### config.mk
export PLATFORM = sky130hd
export DESIGN_NAME = av_sync_frame_scheduler_top
export DESIGN_NICKNAME = d
export VERILOG_FILES = /design/src/design/avsfs_pkg.sv /design/src/design/avsfs_div.sv /design/src/design/avsfs_datapath.sv /design/src/design/avsfs_ctrl.sv /design/src/design/av_sync_frame_scheduler_top.sv
export VERILOG_INCLUDE_DIRS = /design/src /design/src/design
export SDC_FILE = /design/constraint.sdc
export NUM_CORES = 2
export LEC_CHECK = 0
export ABC_AREA = 1
export BUFFER_PORTS_ARGS = -buffer_cell sky130_fd_sc_hd__buf_2
export CAP_MARGIN = 25
export CORE_UTILIZATION = 30
export CTS_CLUSTER_DIAMETER = 100
export DETAILED_ROUTE_END_ITERATION = 12
export HOLD_SLACK_MARGIN = 0.1
export PLACE_DENSITY_LB_ADDON = 0.08
export SYNTH_ARGS = -nofsm -noshare
export SYNTH_HDL_FRONTEND = slang
export SYNTH_SLANG_ARGS = --single-unit
### constraint.sdc
create_clock -name clk -period 11.35 [get_ports clk]
set_input_delay 2.8375 -clock clk [delete_from_list [all_inputs] [get_ports clk]]
set_output_delay 2.8375 -clock clk [all_outputs]
set_load 0.005 [all_outputs]
### src/design/assert_macros.svh
// Assertion macros shared by the scheduler RTL.
`ifndef ASSERT_MACROS_SVH
`define ASSERT_MACROS_SVH

// Same-cycle implication, checked on every rising clock edge out of reset.
`define ASSERT_IMP(label, ante, cons) \
    label: assert property (@(posedge clk) disable iff (!rst_n) (ante) |-> (cons)) \
        else $error("same-cycle check failed");

// Next-cycle implication, checked on every rising clock edge out of reset.
`define ASSERT_NXT(label, ante, cons) \
    label: assert property (@(posedge clk) disable iff (!rst_n) (ante) |=> (cons)) \
        else $error("next-cycle check failed");

`endif

### src/design/avsfs_pkg.sv
// Shared types, field layout and constants of the frame scheduler.
package avsfs_pkg;

    // Picture queue and slot width.
    localparam int QUEUE_DEPTH = 4;
    localparam int SLOT_W      = 4;

    // Field widths.
    localparam int NOW_W    = 47;
    localparam int TIME_W   = 48;
    localparam int BUF_W    = 20;
    localparam int DELAY_W  = 21;
    localparam int ADJ_W    = DELAY_W + 1;
    localparam int SR_W     = 18;
    localparam int CH_W     = 4;
    localparam int SYNC_W   = 20;
    localparam int NOSYNC_W = 27;
    localparam int MS_W     = 16;

    // Configuration port.
    localparam int CFG_IDX_W  = 2;
    localparam int CFG_DATA_W = 27;

    // Stream widths and field positions.
    localparam int IN_DATA_W     = 192;
    localparam int IN_USER_W     = 1;
    localparam int OUT_DATA_W    = 24;
    localparam int NOW_LSB       = 0;
    localparam int VIDEO_BIT     = 47;
    localparam int PICTURE_BIT   = 48;
    localparam int PTS_LSB       = 49;
    localparam int AUDIO_BIT     = 97;
    localparam int ACLK_LSB      = 98;
    localparam int BUF_SIZE_LSB  = 146;
    localparam int BUF_INDEX_LSB = 166;
    localparam int OUT_PAD_W     = OUT_DATA_W - MS_W - 1 - SLOT_W;

    // Datapath widths.
    localparam int NUM_W       = 40;
    localparam int BPS_W       = 23;
    localparam int STEP_W      = TIME_W + 1;
    localparam int DIFF_W      = 52;
    localparam int WAIT_W      = TIME_W + 1;
    localparam int ROUND_W     = 26;
    localparam int RECIP_W     = 27;
    localparam int PROD_W      = ROUND_W + RECIP_W;
    localparam int RECIP_SHIFT = 36;
    localparam int DIV_CNT_W   = 6;

    localparam logic [DIV_CNT_W-1:0] DIV_STEPS = DIV_CNT_W'(NUM_W);

    // Timing constants.
    localparam logic [BUF_W-1:0]         ONE_SECOND_US   = 20'd1000000;
    localparam logic signed [STEP_W-1:0] MAX_STEP_US     = 49'sd1000000;
    localparam logic signed [WAIT_W-1:0] MIN_WAIT_US     = 49'sd10000;
    localparam logic signed [WAIT_W-1:0] SAT_WAIT_US     = 49'sd65535500;
    localparam logic [ROUND_W-1:0]       HALF_MS_US      = 26'd500;
    localparam logic [RECIP_W-1:0]       RECIP_MS        = 27'd68719477;
    localparam logic [MS_W-1:0]          MAX_INTERVAL_MS = 16'd65535;
    localparam logic [MS_W-1:0]          NO_VIDEO_MS     = 16'd10;
    localparam logic [MS_W-1:0]          EMPTY_QUEUE_MS  = 16'd1;

    // Reset values of state and registers.
    localparam logic [DELAY_W-1:0]  DELAY_RESET  = 21'd40000;
    localparam logic [SR_W-1:0]     SR_RESET     = 18'd48000;
    localparam logic [CH_W-1:0]     CH_RESET     = 4'd2;
    localparam logic [SYNC_W-1:0]   SYNC_RESET   = 20'd10000;
    localparam logic [NOSYNC_W-1:0] NOSYNC_RESET = 27'd10000000;

    // Action codes carried in tuser.
    localparam logic ACT_TICK    = 1'b0;
    localparam logic ACT_RESTART = 1'b1;

    typedef enum logic [CFG_IDX_W-1:0] {
        REG_SAMPLE_RATE,
        REG_CHANNEL_COUNT,
        REG_SYNC_THRESHOLD,
        REG_NOSYNC_THRESHOLD
    } cfg_reg_t;

    typedef enum logic [1:0] {
        KIND_NO_VIDEO,
        KIND_EMPTY,
        KIND_FRAME
    } out_kind_t;

    // Commands from the controller to the datapath.
    typedef struct packed {
        logic      restart;
        logic      capture;
        logic      prep;
        logic      div_start;
        logic      ref_calc;
        logic      decide;
        logic      timer_adv;
        logic      wait_calc;
        logic      mul;
        logic      load_out;
        out_kind_t kind;
    } cmd_t;

    // Status from the datapath to the controller.
    typedef struct packed {
        logic div_done;
    } status_t;

endpackage

### src/design/avsfs_div.sv
// Restoring divider, one quotient bit per cycle, for the audio correction.
`include "assert_macros.svh"

module avsfs_div (
    input  logic                         clk,
    input  logic                         rst_n,
    input  logic                         start,
    input  logic [avsfs_pkg::NUM_W-1:0]  dividend,
    input  logic [avsfs_pkg::BPS_W-1:0]  divisor,
    output logic                         done,
    output logic [avsfs_pkg::NUM_W-1:0]  quotient
);

    logic                             busy_reg;
    logic                             done_reg;
    logic [avsfs_pkg::DIV_CNT_W-1:0]  count_reg;
    logic [avsfs_pkg::BPS_W-1:0]      rem_reg;
    logic [avsfs_pkg::BPS_W-1:0]      divisor_reg;
    logic [avsfs_pkg::NUM_W-1:0]      quo_reg;
    logic [avsfs_pkg::BPS_W:0]        trial;
    logic [avsfs_pkg::BPS_W:0]        trial_sub;
    logic                             fits;

    // Shift in the next dividend bit and try a subtraction.
    assign trial     = {rem_reg, quo_reg[avsfs_pkg::NUM_W-1]};
    assign trial_sub = trial - {1'b0, divisor_reg};
    assign fits      = (trial >= {1'b0, divisor_reg});

    always_ff @(posedge clk or negedge rst_n)
    begin
        if (!rst_n)
        begin
            busy_reg  <= 1'b0;
            done_reg  <= 1'b0;
            count_reg <= '0;
        end
        else
        begin
            done_reg <= busy_reg && (count_reg == avsfs_pkg::DIV_CNT_W'(1));
            if (start)
            begin
                busy_reg  <= 1'b1;
                count_reg <= avsfs_pkg::DIV_STEPS;
            end
            else if (busy_reg)
            begin
                count_reg <= count_reg - avsfs_pkg::DIV_CNT_W'(1);
                if (count_reg == avsfs_pkg::DIV_CNT_W'(1))
                begin
                    busy_reg <= 1'b0;
                end
            end
        end
    end

    always_ff @(posedge clk)
    begin
        if (start)
        begin
            rem_reg     <= '0;
            quo_reg     <= dividend;
            divisor_reg <= divisor;
        end
        else if (busy_reg)
        begin
            rem_reg <= fits ? trial_sub[avsfs_pkg::BPS_W-1:0] : trial[avsfs_pkg::BPS_W-1:0];
            quo_reg <= {quo_reg[avsfs_pkg::NUM_W-2:0], fits};
        end
    end

    assign done     = done_reg;
    assign quotient = quo_reg;

    `ASSERT_IMP(a_start_when_idle, start, !busy_reg)
    `ASSERT_NXT(a_done_after_last_step, busy_reg && (count_reg == 6'd1), done_reg && !busy_reg)
    `ASSERT_NXT(a_done_is_pulse, done_reg, !done_reg)

endmodule

### src/design/avsfs_datapath.sv
// Datapath: registers, pts step, audio correction, sync decision and interval.
module avsfs_datapath (
    input  logic                               clk,
    input  logic                               rst_n,
    input  avsfs_pkg::cmd_t                    cmd,
    output avsfs_pkg::status_t                 status,
    input  logic [avsfs_pkg::IN_DATA_W-1:0]    in_data,
    input  logic                               cfg_we,
    input  logic [avsfs_pkg::CFG_IDX_W-1:0]    cfg_index,
    input  logic [avsfs_pkg::CFG_DATA_W-1:0]   cfg_data,
    output logic [avsfs_pkg::OUT_DATA_W-1:0]   out_data
);

    // Configuration registers.
    logic [avsfs_pkg::SR_W-1:0]      sample_rate_reg;
    logic [avsfs_pkg::CH_W-1:0]      channel_count_reg;
    logic [avsfs_pkg::SYNC_W-1:0]    sync_thr_reg;
    logic [avsfs_pkg::NOSYNC_W-1:0]  nosync_thr_reg;

    // Scheduler state.
    logic signed [avsfs_pkg::TIME_W-1:0] last_pts_reg;
    logic [avsfs_pkg::DELAY_W-1:0]       last_delay_reg;
    logic signed [avsfs_pkg::TIME_W-1:0] frame_timer_reg;
    logic [avsfs_pkg::SLOT_W-1:0]        read_slot_reg;

    // Captured item.
    logic [avsfs_pkg::NOW_W-1:0]         now_reg;
    logic signed [avsfs_pkg::TIME_W-1:0] pts_reg;
    logic signed [avsfs_pkg::TIME_W-1:0] aclk_reg;
    logic                                audio_reg;
    logic [avsfs_pkg::BUF_W-1:0]         buf_size_reg;
    logic [avsfs_pkg::BUF_W-1:0]         buf_index_reg;

    // Working registers.
    logic [avsfs_pkg::DELAY_W-1:0]       delay_reg;
    logic [avsfs_pkg::NUM_W-1:0]         num_reg;
    logic                                neg_reg;
    logic [avsfs_pkg::BPS_W-1:0]         bps_reg;
    logic                                use_corr_reg;
    logic signed [avsfs_pkg::DIFF_W-1:0] diff_reg;
    logic [avsfs_pkg::ADJ_W-1:0]         adj_reg;
    logic [avsfs_pkg::ROUND_W-1:0]       x_reg;
    logic                                sat_reg;
    logic [avsfs_pkg::PROD_W-1:0]        prod_reg;

    // Result register.
    logic [avsfs_pkg::MS_W-1:0]          interval_reg;
    logic                                show_reg;
    logic [avsfs_pkg::SLOT_W-1:0]        slot_reg;

    // Combinational values.
    logic signed [avsfs_pkg::STEP_W-1:0] step;
    logic                                step_ok;
    logic [avsfs_pkg::DELAY_W-1:0]       delay_next;
    logic signed [avsfs_pkg::BUF_W:0]    pending;
    logic [avsfs_pkg::BUF_W:0]           pending_mag;
    logic [avsfs_pkg::NUM_W-1:0]         num_next;
    logic [avsfs_pkg::BPS_W-2:0]         bps_half;
    logic [avsfs_pkg::BPS_W-1:0]         bps_next;
    logic                                div_done;
    logic [avsfs_pkg::NUM_W-1:0]         quotient;
    logic [avsfs_pkg::DIFF_W-1:0]        corr;
    logic signed [avsfs_pkg::DIFF_W-1:0] diff_next;
    logic [avsfs_pkg::DIFF_W-1:0]        abs_diff;
    logic [avsfs_pkg::DELAY_W-1:0]       thr;
    logic signed [avsfs_pkg::DIFF_W-1:0] thr_s;
    logic                                in_window;
    logic                                video_late;
    logic                                video_early;
    logic [avsfs_pkg::ADJ_W-1:0]         adj_next;
    logic signed [avsfs_pkg::WAIT_W-1:0] wait_raw;
    logic [avsfs_pkg::ROUND_W-1:0]       wait_clamped;
    logic [avsfs_pkg::SLOT_W:0]          slot_inc;
    logic [avsfs_pkg::SLOT_W-1:0]        read_slot_next;
    logic [avsfs_pkg::MS_W-1:0]          frame_ms;

    avsfs_div u_div (
        .clk      (clk),
        .rst_n    (rst_n),
        .start    (cmd.div_start),
        .dividend (num_reg),
        .divisor  (bps_reg),
        .done     (div_done),
        .quotient (quotient)
    );

    assign status.div_done = div_done;

    // Frame delay from the pts step, with fallback to the last delay.
    assign step       = avsfs_pkg::STEP_W'(pts_reg) - avsfs_pkg::STEP_W'(last_pts_reg);
    assign step_ok    = (step > 0) && (step < avsfs_pkg::MAX_STEP_US);
    assign delay_next = step_ok ? step[avsfs_pkg::DELAY_W-1:0] : last_delay_reg;

    // Pending audio bytes scaled to microseconds; the sign is handled apart.
    assign pending     = $signed({1'b0, buf_size_reg}) - $signed({1'b0, buf_index_reg});
    assign pending_mag = pending[avsfs_pkg::BUF_W] ? (~pending + 1'b1) : pending;
    assign num_next    = avsfs_pkg::NUM_W'(pending_mag[avsfs_pkg::BUF_W-1:0])
                       * avsfs_pkg::NUM_W'(avsfs_pkg::ONE_SECOND_US);
    assign bps_half    = (avsfs_pkg::BPS_W-1)'(sample_rate_reg)
                       * (avsfs_pkg::BPS_W-1)'(channel_count_reg);
    assign bps_next    = {bps_half, 1'b0};

    // Clock difference; a positive pending count pulls the audio clock back.
    assign corr      = use_corr_reg ? avsfs_pkg::DIFF_W'(quotient) : '0;
    assign diff_next = avsfs_pkg::DIFF_W'(pts_reg) - avsfs_pkg::DIFF_W'(aclk_reg)
                     + (neg_reg ? (~corr + 1'b1) : corr);

    // Sync decision inside the no-sync window.
    assign abs_diff    = diff_reg[avsfs_pkg::DIFF_W-1] ? (~diff_reg + 1'b1) : diff_reg;
    assign thr         = (delay_reg > avsfs_pkg::DELAY_W'(sync_thr_reg))
                       ? delay_reg : avsfs_pkg::DELAY_W'(sync_thr_reg);
    assign thr_s       = $signed(avsfs_pkg::DIFF_W'(thr));
    assign in_window   = abs_diff < avsfs_pkg::DIFF_W'(nosync_thr_reg);
    assign video_late  = diff_reg <= -thr_s;
    assign video_early = diff_reg >= thr_s;

    always_comb
    begin
        adj_next = avsfs_pkg::ADJ_W'(delay_reg);
        if (in_window)
        begin
            if (video_late)
            begin
                adj_next = '0;
            end
            else if (video_early)
            begin
                adj_next = {delay_reg, 1'b0};
            end
        end
    end

    // Wait until the frame timer expires, at least the minimum wait.
    assign wait_raw     = avsfs_pkg::WAIT_W'(frame_timer_reg)
                        - $signed(avsfs_pkg::WAIT_W'(now_reg));
    assign wait_clamped = (wait_raw < avsfs_pkg::MIN_WAIT_US)
                        ? avsfs_pkg::ROUND_W'(avsfs_pkg::MIN_WAIT_US)
                        : wait_raw[avsfs_pkg::ROUND_W-1:0];

    // Divide by 1000 through a scaled reciprocal; exact below the saturation point.
    assign frame_ms = sat_reg ? avsfs_pkg::MAX_INTERVAL_MS
                              : prod_reg[avsfs_pkg::RECIP_SHIFT +: avsfs_pkg::MS_W];

    assign slot_inc       = {1'b0, read_slot_reg} + (avsfs_pkg::SLOT_W+1)'(1);
    assign read_slot_next = (slot_inc >= (avsfs_pkg::SLOT_W+1)'(avsfs_pkg::QUEUE_DEPTH))
                          ? '0 : slot_inc[avsfs_pkg::SLOT_W-1:0];

    always_ff @(posedge clk or negedge rst_n)
    begin
        if (!rst_n)
        begin
            sample_rate_reg   <= avsfs_pkg::SR_RESET;
            channel_count_reg <= avsfs_pkg::CH_RESET;
            sync_thr_reg      <= avsfs_pkg::SYNC_RESET;
            nosync_thr_reg    <= avsfs_pkg::NOSYNC_RESET;
            last_pts_reg      <= '0;
            last_delay_reg    <= avsfs_pkg::DELAY_RESET;
            frame_timer_reg   <= '0;
            read_slot_reg     <= '0;
        end
        else
        begin
            if (cfg_we)
            begin
                case (avsfs_pkg::cfg_reg_t'(cfg_index))
                    avsfs_pkg::REG_SAMPLE_RATE:
                        sample_rate_reg <= cfg_data[avsfs_pkg::SR_W-1:0];
                    avsfs_pkg::REG_CHANNEL_COUNT:
                        channel_count_reg <= cfg_data[avsfs_pkg::CH_W-1:0];
                    avsfs_pkg::REG_SYNC_THRESHOLD:
                        sync_thr_reg <= cfg_data[avsfs_pkg::SYNC_W-1:0];
                    avsfs_pkg::REG_NOSYNC_THRESHOLD:
                        nosync_thr_reg <= cfg_data[avsfs_pkg::NOSYNC_W-1:0];
                    default:
                        ;
                endcase
            end
            if (cmd.restart)
            begin
                frame_timer_reg <= avsfs_pkg::TIME_W'(in_data[avsfs_pkg::NOW_LSB +: avsfs_pkg::NOW_W]);
            end
            else if (cmd.timer_adv)
            begin
                frame_timer_reg <= frame_timer_reg + avsfs_pkg::TIME_W'(adj_reg);
            end
            if (cmd.prep)
            begin
                last_delay_reg <= delay_next;
                last_pts_reg   <= pts_reg;
            end
            if (cmd.load_out && (cmd.kind == avsfs_pkg::KIND_FRAME))
            begin
                read_slot_reg <= read_slot_next;
            end
        end
    end

    always_ff @(posedge clk)
    begin
        if (cmd.capture)
        begin
            now_reg       <= in_data[avsfs_pkg::NOW_LSB +: avsfs_pkg::NOW_W];
            pts_reg       <= in_data[avsfs_pkg::PTS_LSB +: avsfs_pkg::TIME_W];
            audio_reg     <= in_data[avsfs_pkg::AUDIO_BIT];
            aclk_reg      <= in_data[avsfs_pkg::ACLK_LSB +: avsfs_pkg::TIME_W];
            buf_size_reg  <= in_data[avsfs_pkg::BUF_SIZE_LSB +: avsfs_pkg::BUF_W];
            buf_index_reg <= in_data[avsfs_pkg::BUF_INDEX_LSB +: avsfs_pkg::BUF_W];
        end
        if (cmd.prep)
        begin
            delay_reg    <= delay_next;
            num_reg      <= num_next;
            neg_reg      <= pending[avsfs_pkg::BUF_W];
            bps_reg      <= bps_next;
            use_corr_reg <= audio_reg && (bps_next != '0);
        end
        if (cmd.ref_calc)
        begin
            diff_reg <= diff_next;
        end
        if (cmd.decide)
        begin
            adj_reg <= adj_next;
        end
        if (cmd.wait_calc)
        begin
            x_reg   <= wait_clamped + avsfs_pkg::HALF_MS_US;
            sat_reg <= (wait_raw >= avsfs_pkg::SAT_WAIT_US);
        end
        if (cmd.mul)
        begin
            prod_reg <= avsfs_pkg::PROD_W'(x_reg) * avsfs_pkg::PROD_W'(avsfs_pkg::RECIP_MS);
        end
        if (cmd.load_out)
        begin
            case (cmd.kind)
                avsfs_pkg::KIND_NO_VIDEO:
                begin
                    interval_reg <= avsfs_pkg::NO_VIDEO_MS;
                    show_reg     <= 1'b0;
                    slot_reg     <= '0;
                end
                avsfs_pkg::KIND_EMPTY:
                begin
                    interval_reg <= avsfs_pkg::EMPTY_QUEUE_MS;
                    show_reg     <= 1'b0;
                    slot_reg     <= '0;
                end
                avsfs_pkg::KIND_FRAME:
                begin
                    interval_reg <= frame_ms;
                    show_reg     <= 1'b1;
                    slot_reg     <= read_slot_reg;
                end
                default:
                begin
                    interval_reg <= '0;
                    show_reg     <= 1'b0;
                    slot_reg     <= '0;
                end
            endcase
        end
    end

    assign out_data = {{avsfs_pkg::OUT_PAD_W{1'b0}}, slot_reg, show_reg, interval_reg};

endmodule

### src/design/avsfs_ctrl.sv
// Controller: sequences one item through the datapath and owns the handshakes.
`include "assert_macros.svh"

module avsfs_ctrl (
    input  logic                 clk,
    input  logic                 rst_n,
    input  logic                 in_valid,
    input  logic                 in_action,
    input  logic                 in_video,
    input  logic                 in_picture,
    output logic                 in_ready,
    input  logic                 out_ready,
    output logic                 out_valid,
    input  avsfs_pkg::status_t   status,
    output avsfs_pkg::cmd_t      cmd
);

    typedef enum logic [3:0] {
        ST_IDLE,
        ST_PREP,
        ST_DIV_GO,
        ST_DIV_WAIT,
        ST_REF,
        ST_DECIDE,
        ST_TIMER,
        ST_WAIT,
        ST_MUL,
        ST_EMIT
    } state_t;

    state_t                 state_reg;
    state_t                 state_next;
    logic                   out_valid_reg;
    logic                   out_valid_next;
    avsfs_pkg::out_kind_t   kind_reg;
    avsfs_pkg::out_kind_t   kind_next;
    logic                   in_accept;

    assign in_ready  = (state_reg == ST_IDLE);
    assign in_accept = in_valid && in_ready;
    assign out_valid = out_valid_reg;

    always_comb
    begin
        state_next     = state_reg;
        kind_next      = kind_reg;
        out_valid_next = out_valid_reg && !out_ready;
        cmd            = '0;
        cmd.kind       = kind_reg;
        case (state_reg)
            ST_IDLE:
            begin
                if (in_accept)
                begin
                    if (in_action == avsfs_pkg::ACT_RESTART)
                    begin
                        cmd.restart = 1'b1;
                    end
                    else
                    begin
                        cmd.capture = 1'b1;
                        if (!in_video)
                        begin
                            kind_next  = avsfs_pkg::KIND_NO_VIDEO;
                            state_next = ST_EMIT;
                        end
                        else if (!in_picture)
                        begin
                            kind_next  = avsfs_pkg::KIND_EMPTY;
                            state_next = ST_EMIT;
                        end
                        else
                        begin
                            kind_next  = avsfs_pkg::KIND_FRAME;
                            state_next = ST_PREP;
                        end
                    end
                end
            end
            ST_PREP:
            begin
                cmd.prep   = 1'b1;
                state_next = ST_DIV_GO;
            end
            ST_DIV_GO:
            begin
                cmd.div_start = 1'b1;
                state_next    = ST_DIV_WAIT;
            end
            ST_DIV_WAIT:
            begin
                if (status.div_done)
                begin
                    state_next = ST_REF;
                end
            end
            ST_REF:
            begin
                cmd.ref_calc = 1'b1;
                state_next   = ST_DECIDE;
            end
            ST_DECIDE:
            begin
                cmd.decide = 1'b1;
                state_next = ST_TIMER;
            end
            ST_TIMER:
            begin
                cmd.timer_adv = 1'b1;
                state_next    = ST_WAIT;
            end
            ST_WAIT:
            begin
                cmd.wait_calc = 1'b1;
                state_next    = ST_MUL;
            end
            ST_MUL:
            begin
                cmd.mul    = 1'b1;
                state_next = ST_EMIT;
            end
            ST_EMIT:
            begin
                if (!out_valid_reg || out_ready)
                begin
                    cmd.load_out   = 1'b1;
                    out_valid_next = 1'b1;
                    state_next     = ST_IDLE;
                end
            end
            default:
            begin
                state_next = ST_IDLE;
            end
        endcase
    end

    always_ff @(posedge clk or negedge rst_n)
    begin
        if (!rst_n)
        begin
            state_reg     <= ST_IDLE;
            out_valid_reg <= 1'b0;
            kind_reg      <= avsfs_pkg::KIND_NO_VIDEO;
        end
        else
        begin
            state_reg     <= state_next;
            out_valid_reg <= out_valid_next;
            kind_reg      <= kind_next;
        end
    end

    `ASSERT_NXT(a_restart_no_result, in_accept && (in_action == avsfs_pkg::ACT_RESTART), (state_reg == ST_IDLE) && !$rose(out_valid_reg))
    `ASSERT_NXT(a_no_video_short_path, in_accept && (in_action == avsfs_pkg::ACT_TICK) && !in_video, state_reg == ST_EMIT)
    `ASSERT_IMP(a_long_path_is_frame, state_reg == ST_PREP, kind_reg == avsfs_pkg::KIND_FRAME)

endmodule

### src/design/av_sync_frame_scheduler_top.sv
// Top level of the audio/video sync frame scheduler.
// A tick that shows a picture passes prep, the bit-serial audio-correction divide, the clock
// difference, sync decision, timer advance, wait and multiply before tvalid rises; a tick
// without video or picture goes straight to the output. One item at a time: the next transfer
// is taken after a tick's result is loaded, past any output stall; a restart gives no result.
// Reset (rst_n, asynchronous, active low): register defaults, 40 ms last delay, other state 0.
module av_sync_frame_scheduler_top (
    input  logic                                clk,
    input  logic                                rst_n,
    // Input stream. tdata from bit 0 up: now_us[46:0], video_present, picture_ready,
    // frame_pts_us[47:0], audio_present, audio_clock_us[47:0], buf_bytes[19:0],
    // buf_played[19:0], zero fill.
    input  logic                                s_axis_tvalid,
    output logic                                s_axis_tready,
    input  logic [avsfs_pkg::IN_DATA_W-1:0]     s_axis_tdata,
    // tuser from bit 0 up: action (0 refresh tick, 1 restart the frame timer).
    input  logic [avsfs_pkg::IN_USER_W-1:0]     s_axis_tuser,
    // Output stream. tdata from bit 0 up: interval_ms[15:0], show_frame, frame_slot[3:0],
    // zero fill.
    output logic                                m_axis_tvalid,
    input  logic                                m_axis_tready,
    output logic [avsfs_pkg::OUT_DATA_W-1:0]    m_axis_tdata,
    // Configuration writes: sample rate, channel count, sync and no-sync thresholds.
    input  logic                                cfg_we,
    input  logic [avsfs_pkg::CFG_IDX_W-1:0]     cfg_index,
    input  logic [avsfs_pkg::CFG_DATA_W-1:0]    cfg_data
);

    avsfs_pkg::cmd_t     cmd;
    avsfs_pkg::status_t  status;

    // The controller decides the path of an item from its action and its two
    // stream flags at the moment of the transfer; the datapath captures the rest.
    // A finished result waits in the output register while the next item is taken.
    avsfs_ctrl u_ctrl (
        .clk        (clk),
        .rst_n      (rst_n),
        .in_valid   (s_axis_tvalid),
        .in_action  (s_axis_tuser[0]),
        .in_video   (s_axis_tdata[avsfs_pkg::VIDEO_BIT]),
        .in_picture (s_axis_tdata[avsfs_pkg::PICTURE_BIT]),
        .in_ready   (s_axis_tready),
        .out_ready  (m_axis_tready),
        .out_valid  (m_axis_tvalid),
        .status     (status),
        .cmd        (cmd)
    );

    // The datapath holds the configuration, the scheduler state, the divider and
    // the output payload.
    avsfs_datapath u_datapath (
        .clk       (clk),
        .rst_n     (rst_n),
        .cmd       (cmd),
        .status    (status),
        .in_data   (s_axis_tdata),
        .cfg_we    (cfg_we),
        .cfg_index (cfg_index),
        .cfg_data  (cfg_data),
        .out_data  (m_axis_tdata)
    );

endmodule
==> metrics.yaml <==
status: "finished clean"
cts_buffer_depth: 3
antenna_found_initial: 4
synth.cell_area_mm2: 0.0673
htree_levels: 3
die_area_mm2: 0.226
setup-violations-final: 0
wl_per_cell_um: 18.2
cts_setup_buffers: 0
largest_reg_flops: 52
cp_data_required_time_ps: 11830
synth_top_cell_area_share: 0.207
regArea_mm2: 0.0195
path_clk_slew_ps: 60
fin_setup_tns_ps: 0
hp-class: "register to register"
arrival_ps: 9030
postSynthCellCount: 8613
syn2layout_area_growth_pct: 12.0
drc: 0
placementRows: 173
drt_wl_total_um: 217000
finalHoldViolCount: 0
cpMaxStageDelayCell: "xnor2_1"
path_class: "register to register"
finalCriticalPeriod_ps: 8550
crit_path_frequent_cell: "inv_1"
avgSynthCellArea_um2: 7.81
fillers: 24000
die_y_um: 476
start_util: 0.302
grt_pass1_wl_um: 336000
multiInputGateArea_mm2: 0.0411
ys_seq_area_frac: 0.290
drv_slew: 0
track_usage: 0.193
place_congestion: 0.903
port_buffers: 243
fin_skew_ps: 45.3
period_share: 0.753
grt_max_degree: 81
fmaxAchievable_ghz: 0.117
layout-drive-gt1-share: 0.0658
cts_tree: "done"
synth_flop_cell: "edfxtp_1"
drt_iter0_markers: 2943
yosysTopAreaCell: "edfxtp_1"
synthDistinctLibCells: 73
start_kind: "register"
crit_fanout: 22
nets: 10200
fp.dieW_um: 476
synth-edff-count: 463
cts-resized-gates: 0
final_cell_mix: "nand2_1 (1922), inv_1 (1626), ha_1 (795)"
clock-sinks: 691
cp_slowest_stage_delay_ps: 590
slew_headroom: 0.330
ioPinCount: 253
cpLargestDelayFamily: "adder cells"
num_vias: 55900
grt.overflow.total: 0
hpwlAfterDp_um: 182000
ant_nets: 0
rsz0062_at_grt: "no"
cap_violations: 0
endpoint_kind: "register"
first_global_vias: 56100
synth_area_leaders: "edfxtp_1 (21%), ha_1 (15%), nand2_1 (11%)"
yosys_warnings: 0
final_common_cell: "nand2_1"
viasPerCell: 4.69
core_region_area_mm2: 0.223
cts_hold_buf: 0
insertion_delay_ps: 750
crit_buf_inv: 8
synth-async-reset-ratio: 0.297
ys_ff_latch: 691
worst_pin_slew_ps: 1000
numCtsBuffers: 95
drt_first_pass_iters: 5
cts_root_buf: "clkbuf_16"
==> worst register-to-register path: cells and delay by family, from the launching register on <==
family	cells	cell delay, ps
fa+ha+maj	8	3570
compound gates	12	2170
simple gates	9	820
buf+inv	8	730
xor+xnor	2	680
flops	1	320
==> metrics by stage <==
stage	hold slack (ps)	cells	util	setup WS, ps	area, um2
after floorplan	400	8615	-	3630	67300
after global placement	405	11700	0.324	2680	72000
after detailed placement	405	11700	0.324	2690	72000
after CTS	416	11900	0.338	2650	75300
after global routing	419	11900	0.339	2080	75400
final	416	11900	0.339	2800	75400
==> cells by family after synthesis <==
| logic type | share of synthesized area |
|---|---|
| other cells | 0.0000557 |
| flops | 0.290 |
| buf+inv | 0.100 |
| compound gates | 0.102 |
| fa+ha+maj | 0.243 |
| xor+xnor | 0.0510 |
| simple gates | 0.214 |
==> Yosys cell counts (all sizes together) (2+ instances only) <==
library cell and count:
xor2 267, a21o 26, o21a 32, and3 3
clkinv 5, a211oi 15, o31ai 6, inv 1648
or2 14, nand4 118, o31a 2, a22oi 2
fa 320, ha 795, and2 28, o221ai 26
nor3 121, nor3b 7, nand3b 26, a41oi 5
dfxtp 23, o211ai 33, o2111ai 8, a32o 5
dfstp 26, dfrtp 179, a31oi 41, o22ai 19
clkbuf 91, nand3 353, a221o 2, xnor2 123
nor4 33, buf 34, a21boi 21, o21bai 31
a21oi 503, nor2 770, a31o 3, edfxtp 463
nand2 1936, o21ai 441
==> layer usage <==
metal  vias to the layer above  global-route usage  routed length (um)
met5                         -                   0                  36
met4                         6              0.0522                6170
met3                       221              0.0179                6370
met2                       930               0.325              102000
met1                     26300               0.262              103000
li1                      28400                   -                   -
==> final timing paths <==
path	start	endpoint	slack [ps]	cells past startpoint
setup / recovery	u_datapath.buf_index_reg[3]$_DFFE_PP_	u_datapath.num_reg[39]$_DFFE_PP_	2800	39
hold / removal	u_datapath.bps_reg[20]$_DFFE_PP_	u_datapath.u_div.divisor_reg[20]$_DFFE_PP_	420	0
setup reg to reg	u_datapath.buf_index_reg[3]$_DFFE_PP_	u_datapath.num_reg[39]$_DFFE_PP_	2800	39
hold reg to reg	u_datapath.bps_reg[20]$_DFFE_PP_	u_datapath.u_div.divisor_reg[20]$_DFFE_PP_	420	0
max in group asynchronous	rst_n	u_datapath.channel_count_reg[3]$_DFFE_PN0P_	7800	2
min in group asynchronous	rst_n	u_datapath.frame_timer_reg[46]$_DFFE_PN0P_	2090	1
==> area by class of cell <==
type                            instances  area share
Tap cell                             2975      0.0494
Antenna cell                            1   0.0000332
Timing Repair Buffer                  281      0.0208
Clock buffer                          117      0.0337
Clock inverter                         63     0.00950
Multi-Input combinational cell       6146       0.545
Sequential cell                       691       0.259
Inverter                             1653      0.0825
Power is not shown: default switching activity piles up to over one toggle a cycle in this logic, so the estimate is an artifact.
